==> src/hw/rtl/csfp_pkg.sv <==
package csfp_pkg;

	localparam int unsigned ID_W    = 3;
	localparam int unsigned VALUE_W = 10;
	localparam int unsigned COUNT_W = 2;

	localparam int unsigned NUM_FIELDS_DEF       = 5;
	localparam int unsigned DIGITS_PER_FIELD_DEF = 3;

	localparam logic [7:0] START_BYTE = 8'h4D;  // 'M'
	localparam logic [7:0] COMMA_BYTE = 8'h2C;  // ','
	localparam logic [7:0] DIGIT_ZERO = 8'h30;  // '0'
	localparam logic [7:0] DIGIT_NINE = 8'h39;  // '9'

	typedef struct packed {
		logic [ID_W-1:0]    field_id;
		logic [VALUE_W-1:0] field_value;
		logic               frame_done;
	} result_t;

endpackage

==> src/hw/rtl/charger_status_frame_parser.sv <==
// Charger status frame parser. Takes one received byte per transfer on rx_*
// and parses frames of the form "M,D000,C000,V000,T000,O000": it hunts for
// 'M', then for each field expects a comma, skips a tag byte and converts the
// leading ASCII digits of DIGITS_PER_FIELD bytes to a decimal value. Each
// completed field comes out on res_* with its index; the last field of a frame
// has frame_done set. A byte other than a comma where one is expected drops the
// frame. One byte is taken every cycle: the parse state updates in the same
// cycle as the transfer, and results pass through an output register backed by
// a one-entry skid stage, so rx_ready drops only while both are full.
module charger_status_frame_parser #(
	parameter int unsigned NUM_FIELDS       = csfp_pkg::NUM_FIELDS_DEF,
	parameter int unsigned DIGITS_PER_FIELD = csfp_pkg::DIGITS_PER_FIELD_DEF
) (
	input  logic                          clk,
	input  logic                          arst_n,
	input  logic                          rx_valid,
	output logic                          rx_ready,
	input  logic [7:0]                    rx_byte,
	output logic                          res_valid,
	input  logic                          res_ready,
	output logic [csfp_pkg::ID_W-1:0]     field_id,
	output logic [csfp_pkg::VALUE_W-1:0]  field_value,
	output logic                          frame_done
);

	logic               rx_fire;
	logic               emit;
	csfp_pkg::result_t  result;
	logic               out_valid_q;
	csfp_pkg::result_t  out_q;
	logic               skid_valid_q;
	csfp_pkg::result_t  skid_q;
	logic               out_free;

	assign rx_ready = !skid_valid_q;
	assign rx_fire  = rx_valid && rx_ready;
	assign out_free = !out_valid_q || res_ready;

	csfp_parser #(
		.NUM_FIELDS       (NUM_FIELDS),
		.DIGITS_PER_FIELD (DIGITS_PER_FIELD)
	) u_parser (
		.clk     (clk),
		.arst_n  (arst_n),
		.step    (rx_fire),
		.rx_byte (rx_byte),
		.emit    (emit),
		.result  (result)
	);

	always_ff @(posedge clk or negedge arst_n) begin
		if (!arst_n) begin
			out_valid_q  <= 1'b0;
			skid_valid_q <= 1'b0;
		end else if (skid_valid_q) begin
			if (res_ready) begin
				out_valid_q  <= 1'b1;
				skid_valid_q <= 1'b0;
			end
		end else if (rx_fire && emit) begin
			if (out_free) begin
				out_valid_q <= 1'b1;
			end else begin
				skid_valid_q <= 1'b1;
			end
		end else if (res_ready) begin
			out_valid_q <= 1'b0;
		end
	end

	always_ff @(posedge clk) begin
		if (skid_valid_q) begin
			if (res_ready) begin
				out_q <= skid_q;
			end
		end else if (rx_fire && emit) begin
			if (out_free) begin
				out_q <= result;
			end else begin
				skid_q <= result;
			end
		end
	end

	assign res_valid   = out_valid_q;
	assign field_id    = out_q.field_id;
	assign field_value = out_q.field_value;
	assign frame_done  = out_q.frame_done;

`ifndef SYNTHESIS
	a_skid_needs_out: assert property (@(posedge clk) disable iff (!arst_n)
		skid_valid_q |-> out_valid_q)
		else $error("skid stage holds a result while the output register is empty");

	a_skid_fill: assert property (@(posedge clk) disable iff (!arst_n)
		$rose(skid_valid_q) |-> $past(out_valid_q && !res_ready))
		else $error("skid stage filled while the output register could take the result");

	a_id_range: assert property (@(posedge clk) disable iff (!arst_n)
		res_valid |-> (field_id <= csfp_pkg::ID_W'(NUM_FIELDS - 1)))
		else $error("field index beyond the last field");

	a_done_last: assert property (@(posedge clk) disable iff (!arst_n)
		(res_valid && frame_done) |-> (field_id == csfp_pkg::ID_W'(NUM_FIELDS - 1)))
		else $error("frame end flagged on a field other than the last");
`endif

endmodule

==> src/hw/rtl/csfp_parser.sv <==
module csfp_parser #(
	parameter int unsigned NUM_FIELDS       = csfp_pkg::NUM_FIELDS_DEF,
	parameter int unsigned DIGITS_PER_FIELD = csfp_pkg::DIGITS_PER_FIELD_DEF
) (
	input  logic               clk,
	input  logic               arst_n,
	input  logic               step,
	input  logic [7:0]         rx_byte,
	output logic               emit,
	output csfp_pkg::result_t  result
);

	typedef enum logic [1:0] {
		PH_HUNT,
		PH_COMMA,
		PH_TAG,
		PH_DIGITS
	} phase_t;

	localparam logic [csfp_pkg::ID_W-1:0]    LAST_IDX   = csfp_pkg::ID_W'(NUM_FIELDS - 1);
	localparam logic [csfp_pkg::COUNT_W-1:0] DIGITS_CNT =
		csfp_pkg::COUNT_W'(DIGITS_PER_FIELD);

	phase_t                          phase_q;
	logic [csfp_pkg::ID_W-1:0]       index_q;
	logic [csfp_pkg::COUNT_W-1:0]    count_q;
	logic [csfp_pkg::VALUE_W-1:0]    acc_q;
	logic                            still_q;

	logic                            is_digit;
	logic [csfp_pkg::VALUE_W+3:0]    mac;
	logic [csfp_pkg::VALUE_W-1:0]    acc_next;
	logic                            still_next;
	logic [csfp_pkg::COUNT_W-1:0]    count_inc;
	logic                            last_field;

	assign is_digit = (rx_byte >= csfp_pkg::DIGIT_ZERO) && (rx_byte <= csfp_pkg::DIGIT_NINE);

	// acc * 10 + digit; the low nibble of an ASCII digit is its value
	assign mac = {1'b0, acc_q, 3'b000} + {3'b000, acc_q, 1'b0}
		+ {{(csfp_pkg::VALUE_W){1'b0}}, rx_byte[3:0]};

	assign still_next = still_q && is_digit;
	assign acc_next   = still_next ? mac[csfp_pkg::VALUE_W-1:0] : acc_q;
	assign count_inc  = count_q + 1'b1;
	assign last_field = (index_q >= LAST_IDX);

	assign emit               = (phase_q == PH_DIGITS) && (count_inc == DIGITS_CNT);
	assign result.field_id    = index_q;
	assign result.field_value = acc_next;
	assign result.frame_done  = last_field;

	always_ff @(posedge clk or negedge arst_n) begin
		if (!arst_n) begin
			phase_q <= PH_HUNT;
			index_q <= '0;
			count_q <= '0;
			acc_q   <= '0;
			still_q <= 1'b1;
		end else if (step) begin
			unique case (phase_q)
				PH_HUNT: begin
					if (rx_byte == csfp_pkg::START_BYTE) begin
						phase_q <= PH_COMMA;
						index_q <= '0;
					end
				end
				PH_COMMA: begin
					if (rx_byte == csfp_pkg::COMMA_BYTE) begin
						phase_q <= PH_TAG;
					end else begin
						// drop the frame, the offending byte is consumed
						phase_q <= PH_HUNT;
						index_q <= '0;
						count_q <= '0;
						acc_q   <= '0;
						still_q <= 1'b1;
					end
				end
				PH_TAG: begin
					phase_q <= PH_DIGITS;
					count_q <= '0;
					acc_q   <= '0;
					still_q <= 1'b1;
				end
				PH_DIGITS: begin
					if (emit) begin
						phase_q <= last_field ? PH_HUNT : PH_COMMA;
						index_q <= last_field ? '0 : index_q + 1'b1;
						count_q <= '0;
						acc_q   <= '0;
						still_q <= 1'b1;
					end else begin
						count_q <= count_inc;
						acc_q   <= acc_next;
						still_q <= still_next;
					end
				end
				default: begin
					phase_q <= PH_HUNT;
				end
			endcase
		end
	end

endmodule
==> config.mk <==
export PLATFORM = sky130hd
export DESIGN_NAME = charger_status_frame_parser
export DESIGN_NICKNAME = d
export VERILOG_FILES = /design/src/hw/rtl/csfp_pkg.sv /design/src/hw/rtl/charger_status_frame_parser.sv /design/src/hw/rtl/csfp_parser.sv
export SDC_FILE = /design/constraint.sdc
export NUM_CORES = 1
export LEC_CHECK = 0
export BUFFER_PORTS_ARGS = -buffer_cell sky130_fd_sc_hd__buf_2
export CAP_MARGIN = 25
export CORE_MARGIN = 2
export CORE_UTILIZATION = 55
export DETAILED_ROUTE_END_ITERATION = 6
export PLACE_DENSITY = 0.84
export SLEW_MARGIN = 10
export SYNTH_ARGS = -nofsm -noshare
export SYNTH_HDL_FRONTEND = slang
export SYNTH_HIERARCHICAL = 1
export SYNTH_SLANG_ARGS = --single-unit
==> constraint.sdc <==
create_clock -name clk -period 7.6 [get_ports clk]
set_input_delay 0.76 -clock clk [delete_from_list [all_inputs] [get_ports clk]]
set_output_delay 0.76 -clock clk [all_outputs]
set_load 0.005 [all_outputs]
* Word level (Yosys, flattened, before mapping)
Index checks and enable logic that the tools add are counted.
** Cells by class
- Add/subtract/negate cells :: 4
- Magnitude comparators :: 3
- Eq/ne operators :: 11
- Multiplexer cells :: 33
- Bitwise operators :: 2
- Reduce and logical (&&, ||, !) cells :: 20
** Operator list (number)
- 2-to-1 mux 14 bit :: 4
- 2-to-1 mux 10 bit :: 3
- one-hot mux 10 bit (3 select lines) :: 1
- AND reduction 3 bit :: 5
- 2-to-1 mux 1 bit :: 12
- 2-to-1 mux 3 bit :: 4
- adder 10 bit :: 1
- adder 10 x 4 -> 10 bit :: 1
- 2-to-1 mux 2 bit :: 5
- one-hot mux 3 bit (3 select lines) :: 1
- equality test 8 x 6 -> 1 bit, second input constant :: 1
- equality test 8 x 7 -> 1 bit, second input constant :: 1
- >= comparator 8 x 6 -> 1 bit, second input constant :: 1
- less-or-equal comparator 8 x 6 -> 1 bit, second input constant :: 1
- one-hot mux 2 bit (4 select lines) :: 1
- equality test 2 bit, second input constant :: 3
- inequality test 2 bit, second input constant :: 3
- one-hot mux 2 bit (3 select lines) :: 1
- nonzero test 2 bit :: 3
- nonzero test 3 bit :: 2
- logical AND 1 bit :: 5
- AND reduction 5 bit :: 1
- adder 3 x 1 -> 3 bit, second input constant :: 1
- >= comparator 3 bit, second input constant :: 1
- 9 further kinds :: 11
** Word-level totals
- Flip-flop bits (word level) :: 48
- Input port bits :: 12
- Output and inout port bits :: 16
- Word-level logic and storage cells :: 86

* Longest topological paths before layout
Gate-level depths: netlist of run 1.
- Word-level depth :: 7
- Mapped depth :: 10
- Depth with buffers taken out :: 9

* Cells and area by module
The synthesis of run 1 kept the hierarchy.
** Modules (own cells, without submodules)
- csfp_parser :: times used 1, cells each 147, area each 1442.6 um^2, sequential area each 451.7 um^2
- charger_status_frame_parser :: times used 1, cells each 56, area each 1178.6 um^2, sequential area each 890.9 um^2

* Least setup slack after synthesis of run 1
Ideal clock, no wire load.
- Path type :: input port to flip-flop
- Start point :: in rx_byte[3]
- End point :: reg out_q, in the netlist field_value[8], data pin
- Setup time :: 260 ps
- Data arrival time :: 2855 ps
- Required time :: 7340 ps
- Setup slack :: 4485 ps
- Cell stages on the path :: 9
- Buffers on the path :: 0
- Cell sequence :: inv_1 -> fa_1 -> inv_1 -> fa_1 -> a211oi_1 -> o21ai_0 -> a21o_1 -> a31o_2 -> mux2_4
** RTL lines
- start: declaration :: RTL line charger_status_frame_parser.sv:18 : input logic [7:0] rx_byte,
- end signal: assignment :: RTL line charger_status_frame_parser.sv:74 : out_q <= skid_q;
- end signal: assignment :: RTL line charger_status_frame_parser.sv:78 : out_q <= result;
- end: declaration :: RTL line charger_status_frame_parser.sv:30 : csfp_pkg::result_t out_q;

==> results of run 1 <==
-- area by class of cell --
| cell class | count | share of cell area |
|---|---|---|
| inverters | 11 | 0.01426 |
| flip-flops and latches | 48 | 0.4637 |
| clock inverters | 2 | 0.01340 |
| clock buffers | 6 | 0.02852 |
| repair buffers | 29 | 0.05186 |
| multi-input cells | 134 | 0.4049 |
| well taps | 54 | 0.02334 |
-- per-layer routing --
| metal | track usage | up-vias |
|---|---|---|
| met4 | 0.05761 | 0 |
| met3 | 0.04972 | 2 |
| met1 | 0.2287 | 765 |
| met2 | 0.2733 | 55 |
| met5 | 0 | - |
| li1 | - | 815 |
-- logic make-up after synthesis --
kind of cell,synth area share
adder cells (fa/ha/maj),0.09642
AO/OA/AOI/OAI,0.1380
multiplexers,0.09737
buffers and inverters,0.04057
XOR/XNOR,0.02005
AND/OR/NAND/NOR,0.09547
flip-flops,0.5122
-- through the flow --
| step | instances | setup WS (ns) | util | hold slack (ns) |
|---|---|---|---|---|
| final | 284 | 4.550 | 0.6212 | 0.4014 |
| after global routing | 284 | 4.385 | 0.6212 | 0.4215 |
| after CTS | 284 | 4.568 | 0.6212 | 0.4080 |
| after detailed placement | 276 | 4.246 | 0.5952 | 0.4758 |
| after global placement | 276 | 4.300 | 0.5952 | 0.4730 |
| after floorplan | 203 | 4.485 | - | 0.4590 |
-- path summary, 6_finish.rpt --
| kind | startpoint | endpoint | cells after the start |
|---|---|---|---|
| max in group asynchronous | arst_n | u_parser/still_q | 1 |
| worst min-delay path | arst_n | u_parser/acc_q[7] | 1 |
| worst max register to register | skid_valid_q | u_parser/still_q | 4 |
| worst max-delay path | rx_byte[3] | field_value[8] | 10 |
| worst min register to register | u_parser/acc_q[9] | u_parser/acc_q[9] | 1 |
| min in group clk | u_parser/acc_q[9] | u_parser/acc_q[9] | 1 |
-- flip-flops by register name (all words and copies together) (netlist names), named ones only --
signal            cells
u_parser/still_q      1
frame_done            1
field_id              3
u_parser/index_q      3
res_valid             1
u_parser/phase_q      1
u_parser/count_q      2
skid_q               14
u_parser/acc_q       10
skid_valid_q          1
field_value          10
-- worst max-delay path: cells and delay by family --
kind	cells	cell delay [ns]
adder cells (fa/ha/maj)	2	1.03
buffers and inverters	3	0.23
AO/OA/AOI/OAI	4	0.83
multiplexers	1	0.26
-- Yosys cell counts (all sizes together) (5+ instances only) --
master  number  area share
a21o         7       0.020
a21oi        5      0.0095
a22o         9       0.030
buf          6       0.019
dfrtp       19        0.18
edfxtp      28        0.32
ha          17       0.081
inv         11       0.016
mux2        18       0.097
nand2       15       0.021
nor2         5       0.013
o21ai        8       0.015
xnor2        6       0.020
-- power by group through the flow --
stage	Combinational, mW	Clock, mW	Sequential (mW)
final	0.0150	0.192	0.277
after global routing	0.0166	0.206	0.277
after CTS	0.0152	0.198	0.277
after detailed placement	0.0151	0	0.282
after global placement	0.0148	0	0.282
after floorplan	0.00779	0	0.282
==> impl_summary.txt, run 1 <==
----------------------------------------------------
[Setup path]
  CP endpoint kind ... flop
  Largest driver fanout on the critical path ... 3
  Critical path, cell by cell ... buf_2, inv_1, fa_1, inv_1, fa_1, a211oi_1, o21ai_0, a21o_1, a31o_2, mux2_4
  Reg-to-reg slack, setup ... about 4.7 ns
  Required @ worst endpoint ... 7.65 ns
  Worst path slowest cell ... fa_1
  Arrival @ worst endpoint ... just over 3 ns
  Critical path class ... input pin to flop
  Worst setup SP type ... input pin
  Delay of the slowest critical-path stage ... 0.55 ns

[Synth]
  Async set-reset flop share out of synthesis ... 0.4167
  Flops & latches, synth ... 48
  Share of the yosys chip area belonging to registers ... 0.5122
  Gate count after technology mapping ... roughly 200
  Summed instance area of the synthesized netlist ... 2621 um^2
  Average instance area after synthesis ... 12.91 um^2
  Warnings from Yosys ... 6
  Ys flop type ... edfxtp_1
  EDFF count, synth ... 28
  Yosys cell types ... 49
  Synthesized net count ... 234

[Floorplanning]
  Total number of placement rows ... 25
  Standard cell core area ... 4661 um^2
  Horiz. Die Dim ... 73.04 um
  Initial core utilization ... 0.5624
  DIE HEIGHT ... 73.04 um
  Area of the die ... 5334 um^2
  Number of top-level pins ... 28

[Drt]
  Router iterations before antenna repair ... 4
  Number of DRC markers after the initial detailed-route iteration ... 74
  Average wire length per cell after detail routing ... roughly 15 um
  Routed via count ... 1637
  Routed Wire Length ... between 4 and 5 mm
  DRC violation count after routing ... 0
  Via density per instance ... 5.764
  Length of routed met2 wiring ... 2.037 mm
  Top routing layer in use ... met4
  Remaining antenna violation count after routing ... 0
  Metal3 WL ... 277 um
  Wire length on met1 ... around 2.0 mm

[Cells and area]
  Fraction of layout cells with a size suffix above 1 ... 0.2826
  Most common cell after layout, fill and taps aside ... edfxtp_1
  Final net count ... 260
  Post-Layout Inst Area ... slightly below 3000 um^2
  Filler instances ... 347
  Final antenna diode count ... 0
  Combined area of the multi-input logic cells ... 1172 um^2
  Area growth from synthesis to final layout ... 10.45%
  Most used cells in the layout excluding fill and tap cells ... 28 x edfxtp_1, 27 x buf_2, 19 x dfrtp_1
  FF+latch area ... 1343 um^2

[STA]
  Setup repair after global routing missed its margin ... false
  Max frequency ... 0.3279 GHz
  Final setup skew ... 0.008031 ns
  Period Utilization, post-route ... 0.4013
  Worst-case headroom to the max-slew limit ... 0.3512
  Setup_tns ... 0 ns
  Final worst path period need ... 3.050 ns
  Slew at the pin with the worst max-slew slack ... 0.9732 ns
  Number of hold violations in the final report ... 0
  Number of slew-limit violations in the final report ... 0
  Count of endpoints failing setup in the final report ... 0

[Power and ir drop]
  Switching Share ... 0.1946
  Leak pwr ... 1.310 nW
  Internal power component ... 0.3900 mW
  VDD IR-drop max ... 0.09237 mV
  Psw ... 0.09425 mW
  Register share of total power ... 0.571
  Power consumption ... 0.4842 mW
  Comb pwr share ... 0.031
  Clock power share ... 0.397
  Power Dens Cells ... approximately 170 nW/um^2

[Run]
  Count of maximum capacitance violations ... 0

[Clock tree]
  Maximum count of clock buffers along a single path ... 2
  Sinks on the clock net ... between 40 and 50
  Clock latency on the worst-skew pair ... ~0.3 ns
  Clk root buf ... clkbuf_8
  PostCTS Resize Cnt ... 0
  Number of post-CTS setup repair buffers ... 0
  Hold buffer count at CTS ... 0
  Clock slew seen by the registers of the worst setup and hold paths ... approximately 0.09 ns
  Clock tree from TritonCTS ... done
  H-Tree Level Count ... 2
  Number of buffers created by CTS ... 5

[Global route]
  Wire length of the first global-routing pass ... 6.900 mm
  Initial antenna violation count ... 0
  Number of global-route vias before repair ... 1451
  Congestion Overflow GR ... 0
  GRT Overall Usage ... 0.1727
  Maximum number of pins on one net before global-route repair ... 21

[Min path]
  Type of the most critical hold path ... input pin to async pin

[Outcome]
  Run status ... finished, final reports clean

[Place]
  HPWL after detailed placement ... 3.202 mm
  Port-buffer cells ... 27
  Routability congestion estimate ... 0.8196
  Area after DPL ... 2774 um^2

----------------------------------------------------
Power figures use the tool's default switching activity.
==> run 2, diff against run 1 <==
Clock period 7.6 ns to 3.1 ns, I/O delays scaled along.
==> impl_summary.txt, run 2 (synthesis gave the netlist of run 1 again) <==
----------------------------------------------------
[Min path]
  Type of the most critical hold path ... input pin to flop (was input pin to async pin)

[Setup path]
  Delay of the slowest critical-path stage ... 0.51 ns (was 0.55 ns)
  Critical path class ... flop to flop (was input pin to flop)
  Largest driver fanout on the critical path ... 3 (unchanged)
  CP endpoint kind ... flop (unchanged)
  Reg-to-reg slack, setup ... 0.24 ns (was 4.65 ns)
  Worst path slowest cell ... fa_1 (unchanged)
  Critical path, cell by cell ... inv_1, fa_1, inv_1, fa_1, a211oi_1, o21ai_0, a21o_1, a31o_2, mux2_4 (was buf_2, inv_1, fa_1, inv_1, fa_1, a211oi_1, o21ai_0, a21o_1, a31o_2, mux2_4)
  Required @ worst endpoint ... 3.16 ns (was 7.65 ns)
  Arrival @ worst endpoint ... 2.91 ns (was 3.10 ns)
  Worst setup SP type ... flop (was input pin)

[STA]
  Number of hold violations in the final report ... 0 (unchanged)
  Worst-case headroom to the max-slew limit ... 0.6852 (was 0.3512)
  Slew at the pin with the worst max-slew slack ... 0.4712 ns (was 0.9732 ns)
  Period Utilization, post-route ... 0.9213
  Number of slew-limit violations in the final report ... 0 (unchanged)
  Setup_tns ... 0 ns (unchanged)
  Max frequency ... 0.3501 GHz
  Final worst path period need ... 2.856 ns
  Post-route setup slack ... 0.2439 ns (was 4.550 ns)
  Count of endpoints failing setup in the final report ... 0 (unchanged)
  Setup repair after global routing missed its margin ... false (unchanged)
  Final setup skew ... 0.007375 ns (was 0.008031 ns)

[Global route]
  Wire length of the first global-routing pass ... 7.203 mm (was 6.900 mm)
  Global routing met1 resource utilization ... 0.2269 (was 0.2287)
  Initial antenna violation count ... 0 (unchanged)
  Met2 usage ... 0.2923 (was 0.2733)
  Met3 routing resource usage after global routing ... 0.04006 (was 0.04972)
  Maximum number of pins on one net before global-route repair ... 21 (unchanged)
  GRT Overall Usage ... 0.1740 (was 0.1727)
  Congestion Overflow GR ... 0 (unchanged)
  Number of global-route vias before repair ... 1610 (was 1451)
  Busiest layer in global routing ... met2 (unchanged)

[Cells and area]
  Final net count ... 264 (was 260)
  Area growth from synthesis to final layout ... 12.12% (was 10.45%)
  Filler instances ... 335 (was 347)
  Largest register FFs ... 14 (unchanged)
  Largest Register ... skid_q (unchanged)
  Most used cells in the layout excluding fill and tap cells ... 28 x edfxtp_1, 27 x buf_2, 19 x dfrtp_1 (unchanged)
  Fraction of layout cells with a size suffix above 1 ... 0.2863 (was 0.2826)
  Core utilization of the finished layout ... 0.6306 (was 0.6212)
  Most common cell after layout, fill and taps aside ... edfxtp_1 (unchanged)
  Final antenna diode count ... 0 (unchanged)

[Drt]
  Router iterations before antenna repair ... 4 (unchanged)
  DRC violation count after routing ... 0 (unchanged)
  Routed via count ... 1680 (was 1637)
  Remaining antenna violation count after routing ... 0 (unchanged)
  Average wire length per cell after detail routing ... 15.19 um (was 15.29 um)
  Routed Wire Length ... 4.374 mm (was 4.341 mm)
  Via density per instance ... 5.833 (was 5.764)
  Number of DRC markers after the initial detailed-route iteration ... 77 (was 74)

[Power and ir drop]
  Power Dens Cells ... 422.9 nW/um^2 (was 167.2 nW/um^2)
  Leak pwr ... 1.360 nW (was 1.310 nW)
  VDD IR-drop max ... 0.1873 mV (was 0.09237 mV)

[Clock tree]
  H-Tree Level Count ... 2 (unchanged)
  Sinks on the clock net ... 48 (unchanged)
  Clock latency on the worst-skew pair ... 0.30 ns (about the same)
  Maximum count of clock buffers along a single path ... 2 (unchanged)
  Clock slew seen by the registers of the worst setup and hold paths ... 0.09 ns (about the same)
  Clk root buf ... clkbuf_8 (unchanged)
  Clock tree from TritonCTS ... done (unchanged)
  Number of post-CTS setup repair buffers ... 0 (unchanged)
  Number of buffers created by CTS ... 5 (unchanged)

[Place]
  HPWL after detailed placement ... 3.270 mm (was 3.202 mm)
  Placement Setup Slack ... 0.1812 ns (was 4.246 ns)
  Routability congestion estimate ... 0.8714 (was 0.8196)
  Port-buffer cells ... 27 (unchanged)

[Outcome]
  Run status ... finished, final reports clean (unchanged)

[Run]
  Count of maximum capacitance violations ... 0 (unchanged)

[Floorplanning]
  Area of the die ... 5334 um^2 (unchanged)
  DIE HEIGHT ... 73.04 um (unchanged)
  Total number of placement rows ... 25 (unchanged)
  Number of top-level pins ... 28 (unchanged)
  Standard cell core area ... 4661 um^2 (unchanged)
  Initial core utilization ... 0.5624 (unchanged)
  Horiz. Die Dim ... 73.04 um (unchanged)

----------------------------------------------------
-- run 2: per-stage QoR --
stage	power [mW]	area [um^2]	hold slack [ns]	std cells
detailed placement	0.7292	2796	0.2888	279
global route	1.280	2939	0.2355	288
finish	1.243	2939	0.2480	288
floorplan	0.7108	2621	0.01441	203
CTS	1.252	2939	0.2418	288
global placement	0.7284	2796	0.2868	279
-- run 2: layer usage --
metal | part of all wire | vias to the layer above | routed length, um
li1 | - | 814 | -
met1 | 0.45 | 812 | 1985
met2 | 0.49 | 50 | 2163
met3 | 0.043 | 4 | 188
met4 | 0.0085 | 0 | 37
met5 | 0 | - | 0
-- run 2: area by class of cell --
| class | count | area [um^2] | area share |
|---|---|---|---|
| timing repair buffer | 33 | 182.7 | 0.06215 |
| clock buffer | 6 | 72.57 | 0.02469 |
| sequential | 48 | 1343 | 0.4568 |
| inverter | 11 | 41.29 | 0.01405 |
| multi-input combinational | 134 | 1172 | 0.3989 |
| tap | 54 | 67.56 | 0.02299 |
| clock inverter | 2 | 60.06 | 0.02043 |
-- run 2: final timing paths --
kind                                           to  cells after the start               from
worst max-delay path               field_value[8]                      9  u_parser/acc_q[0]
worst min-delay path                 skid_valid_q                      2          res_ready
worst max register to register     field_value[8]                      9  u_parser/acc_q[0]
worst min register to register  u_parser/acc_q[9]                      1  u_parser/acc_q[9]
max in group asynchronous        u_parser/still_q                      2             arst_n
min in group asynchronous       u_parser/acc_q[7]                      2             arst_n
-- run 2: worst max-delay path: cells and delay by family, from the launching register on --
family / cells / cell delay (ns)
adder cells (fa/ha/maj): 2 / 0.99
AO/OA/AOI/OAI: 4 / 0.86
flip-flops: 1 / 0.37
multiplexers: 1 / 0.26
buffers and inverters: 2 / 0.15
-- run 2: timing repair --
item                      in CTS  in global routing
hold endpoints to repair      19                  0
gates resized for setup        0                  0
hold buffers                   1                  0
-- run 2: where the power goes --
part	internal [mW]	total, mW	switching, mW
logic	0.0170	0.0379	0.0209
clock network	0.322	0.527	0.205
registers	0.676	0.678	0.00180
